--- config.mk ---
export PLATFORM = sky130hd
export DESIGN_NAME = spi_flash_write_request_splitter_top_flat
export DESIGN_NICKNAME = d
export VERILOG_FILES = /design/src/rtl/sfws_pkg.sv /design/src/rtl/sfws_if.sv /design/src/rtl/sfws_sequencer.sv /design/src/rtl/sfws_datapath.sv /design/src/rtl/spi_flash_write_request_splitter_top.sv /design/src/flat_wrapper.sv
export SDC_FILE = /design/constraint.sdc
export NUM_CORES = 1
export LEC_CHECK = 0
export BUFFER_PORTS_ARGS = -buffer_cell sky130_fd_sc_hd__buf_2
export CAP_MARGIN = 30
export CORE_MARGIN = 2
export CORE_UTILIZATION = 30
export CTS_CLUSTER_SIZE = 28
export DETAILED_ROUTE_END_ITERATION = 16
export HOLD_SLACK_MARGIN = 0.03
export SETUP_SLACK_MARGIN = 0.3
export SLEW_MARGIN = 15
export SYNTH_ARGS = -nofsm -noshare
export SYNTH_HDL_FRONTEND = slang
export SYNTH_SLANG_ARGS = --single-unit
--- constraint.sdc ---
create_clock -name clock -period 9.35 [get_ports clock]
set_input_delay 0.4675 -clock clock [delete_from_list [all_inputs] [get_ports clock]]
set_output_delay 0.4675 -clock clock [all_outputs]
set_load 0.02 [all_outputs]
--- src/rtl/sfws_pkg.sv ---
// ---------------------------------------------------------------------------
// sfws_pkg
// Shared types, constants and the microcode table of the SPI flash write
// request splitter.
// ---------------------------------------------------------------------------
package sfws_pkg;

   localparam int unsigned DEF_MAX_REQUEST_BYTES = 4096;
   localparam int unsigned DEF_ADDRESS_BITS      = 24;

   localparam int ADDR_W  = 24;
   localparam int COUNT_W = 13;
   localparam int OPT_W   = 2;
   localparam int KIND_W  = 3;
   localparam int LEN_W   = 9;
   localparam int OFF_W   = 13;
   localparam int SIZE_W  = 25;

   localparam logic [SIZE_W-1:0] SIZE_RESET = SIZE_W'(8388608);

   localparam int SECTOR_BITS  = 12;
   localparam int SECTOR_BYTES = 1 << SECTOR_BITS;
   localparam int PAGE_BITS    = 8;
   localparam int PAGE_BYTES   = 1 << PAGE_BITS;

   // commands before the closing item
   localparam int CMD_LIMIT       = 19;
   localparam int CMD_W           = 5;
   localparam int ERASE_RUN_LIMIT = CMD_LIMIT - 2;

   localparam int              OPT_ERASE_BIT  = 0;
   localparam int              OPT_PROG_BIT   = 1;
   localparam logic [OPT_W-1:0] OPT_NONE       = 2'b00;
   localparam logic [OPT_W-1:0] OPT_ERASE_ONLY = 2'b01;

   typedef enum logic [KIND_W-1:0] {
      KIND_ERASE   = 3'd0,
      KIND_PROGRAM = 3'd1,
      KIND_WDIS    = 3'd2,
      KIND_DONE    = 3'd3,
      KIND_REJECT  = 3'd4
   } kind_type;

   typedef enum logic [3:0] {
      ST_IDLE,
      ST_CHECK,
      ST_MODE,
      ST_ER_SECTOR,
      ST_ER_WDIS,
      ST_PG_TEST,
      ST_PG_ETEST,
      ST_PG_ERASE,
      ST_PG_PROG,
      ST_REJECT,
      ST_DONE
   } step_type;

   typedef enum logic [2:0] {
      COND_ALWAYS,
      COND_NO_REQ,
      COND_REJECT,
      COND_PROGRAM,
      COND_ER_MORE,
      COND_PG_END,
      COND_NO_ERASE,
      COND_CNT_FULL
   } cond_type;

   typedef enum logic [1:0] {
      OP_HOLD,
      OP_ADD_SECTOR,
      OP_ADD_LEN
   } op_type;

   typedef struct packed {
      logic     take_req;
      logic     emit;
      kind_type kind;
      logic     last;
      op_type   op;
      logic     cnt_inc;
      cond_type cond;
      step_type target;
   } cw_type;

   typedef struct packed {
      logic hold;
      logic no_req;
      logic reject;
      logic prog;
      logic er_more;
      logic pg_end;
      logic no_erase;
      logic cnt_full;
   } status_type;

   // Microcode ROM: a taken jump goes to target, otherwise the next step.
   function automatic cw_type ucode(step_type s);
      cw_type cw;
      cw = '0;
      unique case (s)
         ST_IDLE: begin
            cw.take_req = 1'b1;
            cw.cond     = COND_NO_REQ;
            cw.target   = ST_IDLE;
         end
         ST_CHECK: begin
            cw.cond   = COND_REJECT;
            cw.target = ST_REJECT;
         end
         ST_MODE: begin
            cw.cond   = COND_PROGRAM;
            cw.target = ST_PG_TEST;
         end
         ST_ER_SECTOR: begin
            cw.emit    = 1'b1;
            cw.kind    = KIND_ERASE;
            cw.op      = OP_ADD_SECTOR;
            cw.cnt_inc = 1'b1;
            cw.cond    = COND_ER_MORE;
            cw.target  = ST_ER_SECTOR;
         end
         ST_ER_WDIS: begin
            cw.emit   = 1'b1;
            cw.kind   = KIND_WDIS;
            cw.cond   = COND_ALWAYS;
            cw.target = ST_DONE;
         end
         ST_PG_TEST: begin
            cw.cond   = COND_PG_END;
            cw.target = ST_DONE;
         end
         ST_PG_ETEST: begin
            cw.cond   = COND_NO_ERASE;
            cw.target = ST_PG_PROG;
         end
         ST_PG_ERASE: begin
            cw.emit    = 1'b1;
            cw.kind    = KIND_ERASE;
            cw.cnt_inc = 1'b1;
            cw.cond    = COND_CNT_FULL;
            cw.target  = ST_DONE;
         end
         ST_PG_PROG: begin
            cw.emit    = 1'b1;
            cw.kind    = KIND_PROGRAM;
            cw.op      = OP_ADD_LEN;
            cw.cnt_inc = 1'b1;
            cw.cond    = COND_ALWAYS;
            cw.target  = ST_PG_TEST;
         end
         ST_REJECT: begin
            cw.emit   = 1'b1;
            cw.kind   = KIND_REJECT;
            cw.last   = 1'b1;
            cw.cond   = COND_ALWAYS;
            cw.target = ST_IDLE;
         end
         ST_DONE: begin
            cw.emit   = 1'b1;
            cw.kind   = KIND_DONE;
            cw.last   = 1'b1;
            cw.cond   = COND_ALWAYS;
            cw.target = ST_IDLE;
         end
         default: begin
            cw.cond   = COND_ALWAYS;
            cw.target = ST_IDLE;
         end
      endcase
      return cw;
   endfunction

endpackage

--- src/rtl/sfws_if.sv ---
// ---------------------------------------------------------------------------
// sfws_if
// Valid/ready channel interfaces: request, command and register write.
// ---------------------------------------------------------------------------
interface sfws_req_if;
   import sfws_pkg::*;

   logic               valid;
   logic               ready;
   logic [ADDR_W-1:0]  start_address;
   logic [COUNT_W-1:0] byte_count;
   logic [OPT_W-1:0]   option_bits;

   modport source (output valid, start_address, byte_count, option_bits, input ready);
   modport sink   (input valid, start_address, byte_count, option_bits, output ready);
endinterface

interface sfws_rsp_if;
   import sfws_pkg::*;

   logic              valid;
   logic              ready;
   logic [KIND_W-1:0] command_kind;
   logic [ADDR_W-1:0] flash_address;
   logic [LEN_W-1:0]  program_length;
   logic [OFF_W-1:0]  buffer_offset;
   logic              last_command;

   modport source (output valid, command_kind, flash_address, program_length,
                   buffer_offset, last_command, input ready);
   modport sink   (input valid, command_kind, flash_address, program_length,
                   buffer_offset, last_command, output ready);
endinterface

interface sfws_csr_if;
   import sfws_pkg::*;

   logic              valid;
   logic              ready;
   logic [SIZE_W-1:0] data;

   modport source (output valid, data, input ready);
   modport sink   (input valid, data, output ready);
endinterface

--- src/rtl/sfws_sequencer.sv ---
// ---------------------------------------------------------------------------
// sfws_sequencer
// Step counter and microcode ROM; holds the step while the datapath stalls,
// else picks the next step from the jump condition of the current control word.
// ---------------------------------------------------------------------------
module sfws_sequencer (
   input  logic                   clock,
   input  logic                   reset,
   input  sfws_pkg::status_type   status,
   output sfws_pkg::cw_type       cw
);
   import sfws_pkg::*;

   step_type step_ff;
   step_type step_in;
   logic     jump;

   always_comb begin
      cw = ucode(step_ff);
   end

   always_comb begin
      unique case (cw.cond)
         COND_ALWAYS:   jump = 1'b1;
         COND_NO_REQ:   jump = status.no_req;
         COND_REJECT:   jump = status.reject;
         COND_PROGRAM:  jump = status.prog;
         COND_ER_MORE:  jump = status.er_more;
         COND_PG_END:   jump = status.pg_end;
         COND_NO_ERASE: jump = status.no_erase;
         COND_CNT_FULL: jump = status.cnt_full;
         default:       jump = 1'b1;
      endcase
   end

   always_comb begin
      priority if (status.hold) begin
         step_in = step_ff;
      end else if (jump) begin
         step_in = cw.target;
      end else begin
         step_in = step_type'(step_ff + 4'd1);
      end
   end

   always_ff @(posedge clock) begin
      if (reset) begin
         step_ff <= ST_IDLE;
      end else begin
         step_ff <= step_in;
      end
   end

endmodule

--- src/rtl/sfws_datapath.sv ---
// ---------------------------------------------------------------------------
// sfws_datapath
// Request registers, address walker, command counter, device size register
// and the output register; all but the size register follow the control word.
// ---------------------------------------------------------------------------
module sfws_datapath #(
   parameter int unsigned MAX_REQUEST_BYTES = sfws_pkg::DEF_MAX_REQUEST_BYTES,
   parameter int unsigned ADDRESS_BITS      = sfws_pkg::DEF_ADDRESS_BITS
) (
   input  logic                 clock,
   input  logic                 reset,
   input  sfws_pkg::cw_type     cw,
   output sfws_pkg::status_type status,
   sfws_req_if.sink             req_ch,
   sfws_rsp_if.source           rsp_ch,
   sfws_csr_if.sink             csr_ch
);
   import sfws_pkg::*;

   // two spare bits: end may pass the address space, and cur one sector past end
   localparam int CUR_W  = ADDRESS_BITS + 2;
   localparam int MAXB_W = $clog2(MAX_REQUEST_BYTES + 1);
   localparam int CMPB_W = (MAXB_W > COUNT_W) ? MAXB_W : COUNT_W;
   localparam int CMPS_W = (CUR_W > SIZE_W) ? CUR_W : SIZE_W;

   logic [ADDRESS_BITS-1:0] start_ff, start_in;
   logic [CUR_W-1:0]        end_ff, end_in;
   logic [CUR_W-1:0]        cur_ff, cur_in;
   logic [OPT_W-1:0]        opt_ff, opt_in;
   logic                    reject_ff, reject_in;
   logic [CMD_W-1:0]        count_ff, count_in;
   logic [SIZE_W-1:0]       size_ff, size_in;

   logic                    rsp_valid_ff, rsp_valid_in;
   kind_type                kind_ff, kind_in;
   logic [ADDR_W-1:0]       addr_ff, addr_in;
   logic [LEN_W-1:0]        len_ff, len_in;
   logic [OFF_W-1:0]        off_ff, off_in;
   logic                    last_ff, last_in;

   logic                    accept;
   logic                    hold;
   logic [ADDRESS_BITS-1:0] start_m;
   logic [CUR_W-1:0]        end_calc;
   logic [CUR_W-1:0]        start_sector;
   logic [CUR_W-1:0]        sector_next;
   logic [LEN_W-1:0]        page_len;
   logic                    is_cmd;

   assign accept = cw.take_req && req_ch.valid;
   assign hold   = cw.emit && rsp_valid_ff && !rsp_ch.ready;

   assign req_ch.ready = cw.take_req;
   assign csr_ch.ready = 1'b1;

   assign start_m      = req_ch.start_address[ADDRESS_BITS-1:0];
   assign end_calc     = CUR_W'(start_m) + CUR_W'(req_ch.byte_count);
   assign start_sector = CUR_W'({start_m[ADDRESS_BITS-1:SECTOR_BITS], SECTOR_BITS'(0)});
   assign sector_next  = cur_ff + CUR_W'(SECTOR_BYTES);

   // last page runs to end, others to the page boundary
   always_comb begin
      if (end_ff[CUR_W-1:PAGE_BITS] == cur_ff[CUR_W-1:PAGE_BITS]) begin
         page_len = LEN_W'(end_ff - cur_ff);
      end else begin
         page_len = LEN_W'(PAGE_BYTES) - LEN_W'(cur_ff[PAGE_BITS-1:0]);
      end
   end

   always_comb begin
      status.hold     = hold;
      status.no_req   = !req_ch.valid;
      status.reject   = reject_ff;
      status.prog     = opt_ff[OPT_PROG_BIT];
      status.er_more  = (sector_next <= end_ff) && (count_ff < CMD_W'(ERASE_RUN_LIMIT));
      status.pg_end   = !((cur_ff < end_ff) && (count_ff < CMD_W'(CMD_LIMIT)));
      status.no_erase = !(opt_ff[OPT_ERASE_BIT] && (cur_ff[SECTOR_BITS-1:0] == '0));
      status.cnt_full = count_ff >= CMD_W'(CMD_LIMIT - 1);
   end

   always_comb begin
      start_in  = start_ff;
      end_in    = end_ff;
      opt_in    = opt_ff;
      reject_in = reject_ff;
      cur_in    = cur_ff;
      count_in  = count_ff;
      if (accept) begin
         start_in  = start_m;
         end_in    = end_calc;
         opt_in    = req_ch.option_bits;
         reject_in = (req_ch.option_bits == OPT_NONE)
                  || (CMPB_W'(req_ch.byte_count) > CMPB_W'(MAX_REQUEST_BYTES))
                  || (CMPS_W'(end_calc) >= CMPS_W'(size_ff));
         cur_in    = (req_ch.option_bits == OPT_ERASE_ONLY) ? start_sector
                                                            : CUR_W'(start_m);
         count_in  = '0;
      end else if (!hold) begin
         unique case (cw.op)
            OP_HOLD:       cur_in = cur_ff;
            OP_ADD_SECTOR: cur_in = sector_next;
            OP_ADD_LEN:    cur_in = cur_ff + CUR_W'(page_len);
            default:       cur_in = cur_ff;
         endcase
         if (cw.cnt_inc) begin
            count_in = count_ff + CMD_W'(1);
         end
      end
   end

   always_comb begin
      size_in = csr_ch.valid ? csr_ch.data : size_ff;
   end

   // output register: a beat waits here while the sequencer moves on
   always_comb begin
      is_cmd       = (cw.kind == KIND_ERASE) || (cw.kind == KIND_PROGRAM);
      rsp_valid_in = rsp_valid_ff && !rsp_ch.ready;
      kind_in      = kind_ff;
      addr_in      = addr_ff;
      len_in       = len_ff;
      off_in       = off_ff;
      last_in      = last_ff;
      if (cw.emit && !hold) begin
         rsp_valid_in = 1'b1;
         kind_in      = cw.kind;
         addr_in      = is_cmd ? ADDR_W'(cur_ff[ADDRESS_BITS-1:0]) : '0;
         len_in       = (cw.kind == KIND_PROGRAM) ? page_len : '0;
         off_in       = (cw.kind == KIND_PROGRAM) ? OFF_W'(cur_ff - CUR_W'(start_ff)) : '0;
         last_in      = cw.last;
      end
   end

   always_ff @(posedge clock) begin
      if (reset) begin
         count_ff     <= '0;
         size_ff      <= SIZE_RESET;
         rsp_valid_ff <= 1'b0;
      end else begin
         count_ff     <= count_in;
         size_ff      <= size_in;
         rsp_valid_ff <= rsp_valid_in;
      end
   end

   always_ff @(posedge clock) begin
      start_ff  <= start_in;
      end_ff    <= end_in;
      cur_ff    <= cur_in;
      opt_ff    <= opt_in;
      reject_ff <= reject_in;
      kind_ff   <= kind_in;
      addr_ff   <= addr_in;
      len_ff    <= len_in;
      off_ff    <= off_in;
      last_ff   <= last_in;
   end

   assign rsp_ch.valid          = rsp_valid_ff;
   assign rsp_ch.command_kind   = kind_ff;
   assign rsp_ch.flash_address  = addr_ff;
   assign rsp_ch.program_length = len_ff;
   assign rsp_ch.buffer_offset  = off_ff;
   assign rsp_ch.last_command   = last_ff;

endmodule

--- src/rtl/spi_flash_write_request_splitter_top.sv ---
// ---------------------------------------------------------------------------
// spi_flash_write_request_splitter_top
// Turns one flash write request into its list of erase/program commands.
//
// req_ch takes a request (start address, byte count, option bits) in the
// idle step only; one request is worked on at a time. rsp_ch gives one
// command per beat, the run closed by a done or rejected beat with
// last_command set. csr_ch writes the device size and is always ready.
// A rejected request goes from the idle step through the check step to the
// reject step, whose beat closes the run, and the sequencer then returns to
// idle for the next request. Otherwise erase-only mode loops in one step
// that emits the sector erases, then gives a write-disable beat; program mode
// walks the test, erase-test and program steps per page, with an erase step
// before a page that opens a sector when the erase option is set.
// A beat waits in the output register; when the receiver stalls, the step
// that emits the next beat holds until the register frees.
// Reset returns the sequencer to idle, drops rsp valid and sets the device
// size to 8 MiB.
// ---------------------------------------------------------------------------
module spi_flash_write_request_splitter_top #(
   parameter int unsigned MAX_REQUEST_BYTES = sfws_pkg::DEF_MAX_REQUEST_BYTES,
   parameter int unsigned ADDRESS_BITS      = sfws_pkg::DEF_ADDRESS_BITS
) (
   input  logic       clock,
   input  logic       reset,
   sfws_req_if.sink   req_ch,
   sfws_rsp_if.source rsp_ch,
   sfws_csr_if.sink   csr_ch
);
   import sfws_pkg::*;

   cw_type     cw;
   status_type status;

   sfws_sequencer u_seq (
      .clock  (clock),
      .reset  (reset),
      .status (status),
      .cw     (cw)
   );

   sfws_datapath #(
      .MAX_REQUEST_BYTES (MAX_REQUEST_BYTES),
      .ADDRESS_BITS      (ADDRESS_BITS)
   ) u_dp (
      .clock  (clock),
      .reset  (reset),
      .cw     (cw),
      .status (status),
      .req_ch (req_ch),
      .rsp_ch (rsp_ch),
      .csr_ch (csr_ch)
   );

endmodule

--- src/flat_wrapper.sv ---
// flat-port wrapper written by rule: the top's interface ports become plain ports
module spi_flash_write_request_splitter_top_flat import sfws_pkg::*;
#(
   parameter int unsigned MAX_REQUEST_BYTES = sfws_pkg::DEF_MAX_REQUEST_BYTES,
   parameter int unsigned ADDRESS_BITS      = sfws_pkg::DEF_ADDRESS_BITS
)
  (clock, reset, req_ch_valid, req_ch_start_address, req_ch_byte_count, req_ch_option_bits, req_ch_ready, rsp_ch_valid, rsp_ch_command_kind, rsp_ch_flash_address, rsp_ch_program_length, rsp_ch_buffer_offset, rsp_ch_last_command, rsp_ch_ready, csr_ch_valid, csr_ch_data, csr_ch_ready);
  sfws_req_if req_ch_i ();
  sfws_rsp_if rsp_ch_i ();
  sfws_csr_if csr_ch_i ();
  input  logic clock;
  input  logic reset;
  input wire logic [$bits(req_ch_i.valid)-1:0] req_ch_valid;
  input wire logic [$bits(req_ch_i.start_address)-1:0] req_ch_start_address;
  input wire logic [$bits(req_ch_i.byte_count)-1:0] req_ch_byte_count;
  input wire logic [$bits(req_ch_i.option_bits)-1:0] req_ch_option_bits;
  output wire logic [$bits(req_ch_i.ready)-1:0] req_ch_ready;
  output wire logic [$bits(rsp_ch_i.valid)-1:0] rsp_ch_valid;
  output wire logic [$bits(rsp_ch_i.command_kind)-1:0] rsp_ch_command_kind;
  output wire logic [$bits(rsp_ch_i.flash_address)-1:0] rsp_ch_flash_address;
  output wire logic [$bits(rsp_ch_i.program_length)-1:0] rsp_ch_program_length;
  output wire logic [$bits(rsp_ch_i.buffer_offset)-1:0] rsp_ch_buffer_offset;
  output wire logic [$bits(rsp_ch_i.last_command)-1:0] rsp_ch_last_command;
  input wire logic [$bits(rsp_ch_i.ready)-1:0] rsp_ch_ready;
  input wire logic [$bits(csr_ch_i.valid)-1:0] csr_ch_valid;
  input wire logic [$bits(csr_ch_i.data)-1:0] csr_ch_data;
  output wire logic [$bits(csr_ch_i.ready)-1:0] csr_ch_ready;
  assign req_ch_i.valid = req_ch_valid;
  assign req_ch_i.start_address = req_ch_start_address;
  assign req_ch_i.byte_count = req_ch_byte_count;
  assign req_ch_i.option_bits = req_ch_option_bits;
  assign req_ch_ready = req_ch_i.ready;
  assign rsp_ch_valid = rsp_ch_i.valid;
  assign rsp_ch_command_kind = rsp_ch_i.command_kind;
  assign rsp_ch_flash_address = rsp_ch_i.flash_address;
  assign rsp_ch_program_length = rsp_ch_i.program_length;
  assign rsp_ch_buffer_offset = rsp_ch_i.buffer_offset;
  assign rsp_ch_last_command = rsp_ch_i.last_command;
  assign rsp_ch_i.ready = rsp_ch_ready;
  assign csr_ch_i.valid = csr_ch_valid;
  assign csr_ch_i.data = csr_ch_data;
  assign csr_ch_ready = csr_ch_i.ready;
  spi_flash_write_request_splitter_top #(.MAX_REQUEST_BYTES(MAX_REQUEST_BYTES), .ADDRESS_BITS(ADDRESS_BITS)) u_core (.clock(clock), .reset(reset), .req_ch(req_ch_i), .rsp_ch(rsp_ch_i), .csr_ch(csr_ch_i));
endmodule
==> impl_metrics.env <==
export IMPL_cts_sinks=152
export IMPL_drt_total_wl_um=27000
export IMPL_slew_violations=0
export IMPL_hold_violations=0
export IMPL_finalSetupViolCount=0
export IMPL_fin_skew_ns=0.0125
export IMPL_area_growth_synth_to_final_pct=16.8
export IMPL_clk_pin_slew_ns=0.07
export IMPL_fin_crit_sh_pct=61.4
export IMPL_row_count=67
export IMPL_comb_power_share_pct=47.7
export IMPL_r2r_start="u_core.u_dp.cur_ff[12]"
export IMPL_synth_seq_area_share_pct=41.5
export IMPL_maxSlewHeadroom_pct=38.4
export IMPL_timing_fmax_mhz=174
export IMPL_worst_setup_path_type="flop to flop"
export IMPL_timing_rr_end="u_core.u_dp.cur_ff[15]"
export IMPL_grt_pass1_wl_um=42800
export IMPL_ys_ff_latch=152
export IMPL_cts_htree_levels=4
export IMPL_holdWs_ns=0.236
export IMPL_p_leak_nw=4.95
export IMPL_grt_ovfl_total=0
export IMPL_synth_area_leaders="edfxtp_1, ha_1, dfxtp_1"
export IMPL_postSynthCellCount=1029
export IMPL_pwr_share_clk_pct=19.2
export IMPL_cts_tree="built"
export IMPL_vias=7787
export IMPL_grt_pass1_vias=7872
export IMPL_worst_r2r_cell_count=16
export IMPL_dpl_hpwl_um=21300
export IMPL_synthesis_area_um2=10100
export IMPL_drtIter0Drc=524
export IMPL_io_buffer_count=120
export IMPL_synth_area_leader_cell="edfxtp_1"
export IMPL_cts_setup_buffers=0
export IMPL_min_period_ns=5.74
export IMPL_fill_cells=3350
export IMPL_grt_total_usage_pct=15.6
export IMPL_switchingPower_mw=1.58
export IMPL_r2r_setup_slack_ns=3.61
export IMPL_p_int_mw=2.16
export IMPL_coreArea_um2=33400
export IMPL_grt_max_degree=60
export IMPL_cpPeakStageDelay_ns=0.83
export IMPL_die_area_um2=35300
export IMPL_yosysWarnings=0
export IMPL_synth_common_cells="edfxtp_1, ha_1, inv_1, nor2_1, nand2_1"
export IMPL_synth_mux_area_share_pct=3.00
export IMPL_antenna_found_initial=8
export IMPL_worstSetupStartpointType="flop"
export IMPL_grt_setup_unrepaired="false"
export IMPL_cts_resized=0
export IMPL_p_per_area_nw_per_um2=316
export IMPL_ant_nets=0
export IMPL_io_pins=122
export IMPL_slowest_stage="a2111oi_0"
export IMPL_die_h_um=188
export IMPL_worstPathMaxFanout=20
export IMPL_min_from="req_ch_option_bits[0]"
export IMPL_yosys_area_top_type_share_pct=34.6
export IMPL_min_path_type="input port to flop"
export IMPL_via_per_inst=4.82
export IMPL_gp_congestion=0.847
export IMPL_clockBufferDepth=2
export IMPL_synth_most_common_cell="edfxtp_1"
export IMPL_p_sw_share_pct=42.3
export IMPL_syn_nets=1215
export IMPL_synth_compound_area_share_pct=13.4
export IMPL_power_mw=3.74
export IMPL_crit_path_end_kind="flop"
export IMPL_cap_violations=0
export IMPL_synth_fa_ha_area_share_pct=14.7
export IMPL_fin_nets=1334
export IMPL_fin_tns_setup_ns=0
export IMPL_drc=0
export IMPL_synth_edf_count=117
export IMPL_status="completed"
export IMPL_synthDistinctLibCells=70
export IMPL_tightestPinTransition_ns=0.900
export IMPL_cts_hold_buf=0
export IMPL_post_synth_and_or_nand_nor_area_fraction_pct=16.8
export IMPL_cts_made_buffers=17
export IMPL_root_buffer="clkbuf_16"
export IMPL_ir_worst_vdd_mv=0.154
export IMPL_start_util_pct=30.3
export IMPL_worstPathCellList="inv_1, ha_1, nand4b_1, nor4_1, nand3_1, mux2_2, ha_1, a21o_1, a21oi_1, o21bai_1, a2111oi_0, nor3_1, buf_2, o31ai_1, xor2_1, a21oi_1"
export IMPL_min_to="u_core.u_dp.opt_ff[0]"
export IMPL_insertion_delay_ns=0.44
export IMPL_dieWidth_um=188
export IMPL_layout_drive_gt1_share_pct=16.2
export IMPL_pwr_share_seq_pct=33.0
export IMPL_ys_flop_type="edfxtp_1"
export IMPL_syn_avg_cell_area_um2=9.86
export IMPL_critical_path_arrival_ns=5.90
export IMPL_required_ns=9.51
export IMPL_drt_pass1_iterations=5
export IMPL_wl_per_cell_um=16.7
export IMPL_async_flop_share_pct=0
export IMPL_synth_xor_area_share_pct=5.52
export IMPL_synth_top_family_by_area="simple AND/OR/NAND/NOR gates"
export IMPL_whs_path_depth=1
==> sequential cells by signal, indices dropped and copies added (netlist names) <==
register and flops:
u_core.u_dp.rsp_ch.buffer_offset 13, u_core.u_dp.end_ff 25, u_core.u_dp.rsp_ch.program_length 9, u_core.u_dp.start_ff 13, u_core.u_dp.reject_ff 1, u_core.u_dp.rsp_ch.last_command 1
u_core.u_seq.step_ff 4, u_core.u_dp.cur_ff 26, u_core.u_dp.rsp_ch.flash_address 24, u_core.u_dp.rsp_ch.valid 1, u_core.u_dp.count_ff 5, u_core.u_dp.rsp_ch.command_kind 3
u_core.u_dp.size_ff 25, u_core.u_dp.opt_ff 2
==> cell usage in the layout (no fill, tap or decap), drive strengths merged, types with 35 or more instances in the layout <==
cell type / n
dfxtp: 35
nand2: 59
xnor2: 39
o21ai: 54
buf: 128
and2: 42
edfxtp: 117
a21oi: 53
nor2: 77
inv: 108
ha: 113
==> power by group through the flow <==
stage | registers (mW) | logic [mW] | clock network [mW]
6_report | 1.24 | 1.79 | 0.720
5_1_grt | 1.27 | 2.00 | 0.759
4_1_cts | 1.24 | 1.79 | 0.738
3_5_place_dp | 1.25 | 1.78 | 0
3_3_place_gp | 1.24 | 1.75 | 0
2_1_floorplan | 1.32 | 1.19 | 0
==> cell type report <==
| type | instances | area (um2) | area share [%] |
|---|---|---|---|
| repair buffers | 128 | 662 | 5.58 |
| clock buffers | 17 | 425 | 3.59 |
| diodes | 5 | 12.5 | 0.106 |
| flip-flops and latches | 152 | 4210 | 35.5 |
| clock inverters | 15 | 183 | 1.54 |
| well taps | 448 | 561 | 4.73 |
| inverters | 98 | 368 | 3.10 |
| multi-input cells | 751 | 5430 | 45.8 |
==> worst max path at each step <==
stage | from | endpoint | slack (ns) | cells after the start
final | u_core.u_dp.cur_ff[12] | u_core.u_dp.cur_ff[15] | 3.61 | 16
after global routing | u_core.u_dp.cur_ff[12] | u_core.u_dp.cur_ff[15] | 3.33 | 16
after CTS | u_core.u_dp.cur_ff[12] | u_core.u_dp.cur_ff[15] | 3.66 | 16
after detailed placement | u_core.u_dp.cur_ff[12] | u_core.u_dp.cur_ff[15] | 3.68 | 16
after global placement | u_core.u_dp.cur_ff[19] | u_core.u_dp.cur_ff[15] | 3.77 | 14
after floorplan | u_core.u_dp.cur_ff[12] | u_core.u_dp.cur_ff[15] | 5.13 | 16
==> metrics by stage <==
step           instances  cell area [um2]  util, %  worst slack [ns]
2_1_floorplan       1029            10100        -              5.13
3_3_place_gp        1574            11200     33.5              3.77
3_5_place_dp        1577            11200     33.6              3.68
4_1_cts             1609            11800     35.4              3.66
5_1_grt             1612            11900     35.4              3.33
6_report            1614            11900     35.4              3.61
==> worst max-delay path: cells and delay by family (launching register included) <==
| family | cells | cell delay (ns) |
|---|---|---|
| AND/OR/NAND/NOR | 4 | 1.61 |
| AO/OA/AOI/OAI | 6 | 1.68 |
| XOR/XNOR | 1 | 0.19 |
| adder cells (fa/ha/maj) | 2 | 0.60 |
| buffers and inverters | 2 | 0.35 |
| flip-flops | 1 | 0.48 |
| multiplexers | 1 | 0.53 |
==> per-layer routing <==
metal / share of wire (%) / GRT usage (%) / up-vias
met2: 45 / 24.6 / 185
met1: 49 / 21.2 / 3611
li1: - / - / 3954
met4: 1.6 / 4.72 / 6
met5: 0.15 / 0 / -
met3: 4.9 / 3.56 / 31
==> cell families after synthesis <==
family          Yosys count
mux                      30
compound gates          211
simple gates            328
buf+inv                 126
fa+ha+maj               117
other cells               1
flops                   152
xor+xnor                 64
Power figures use the tool's default switching activity.
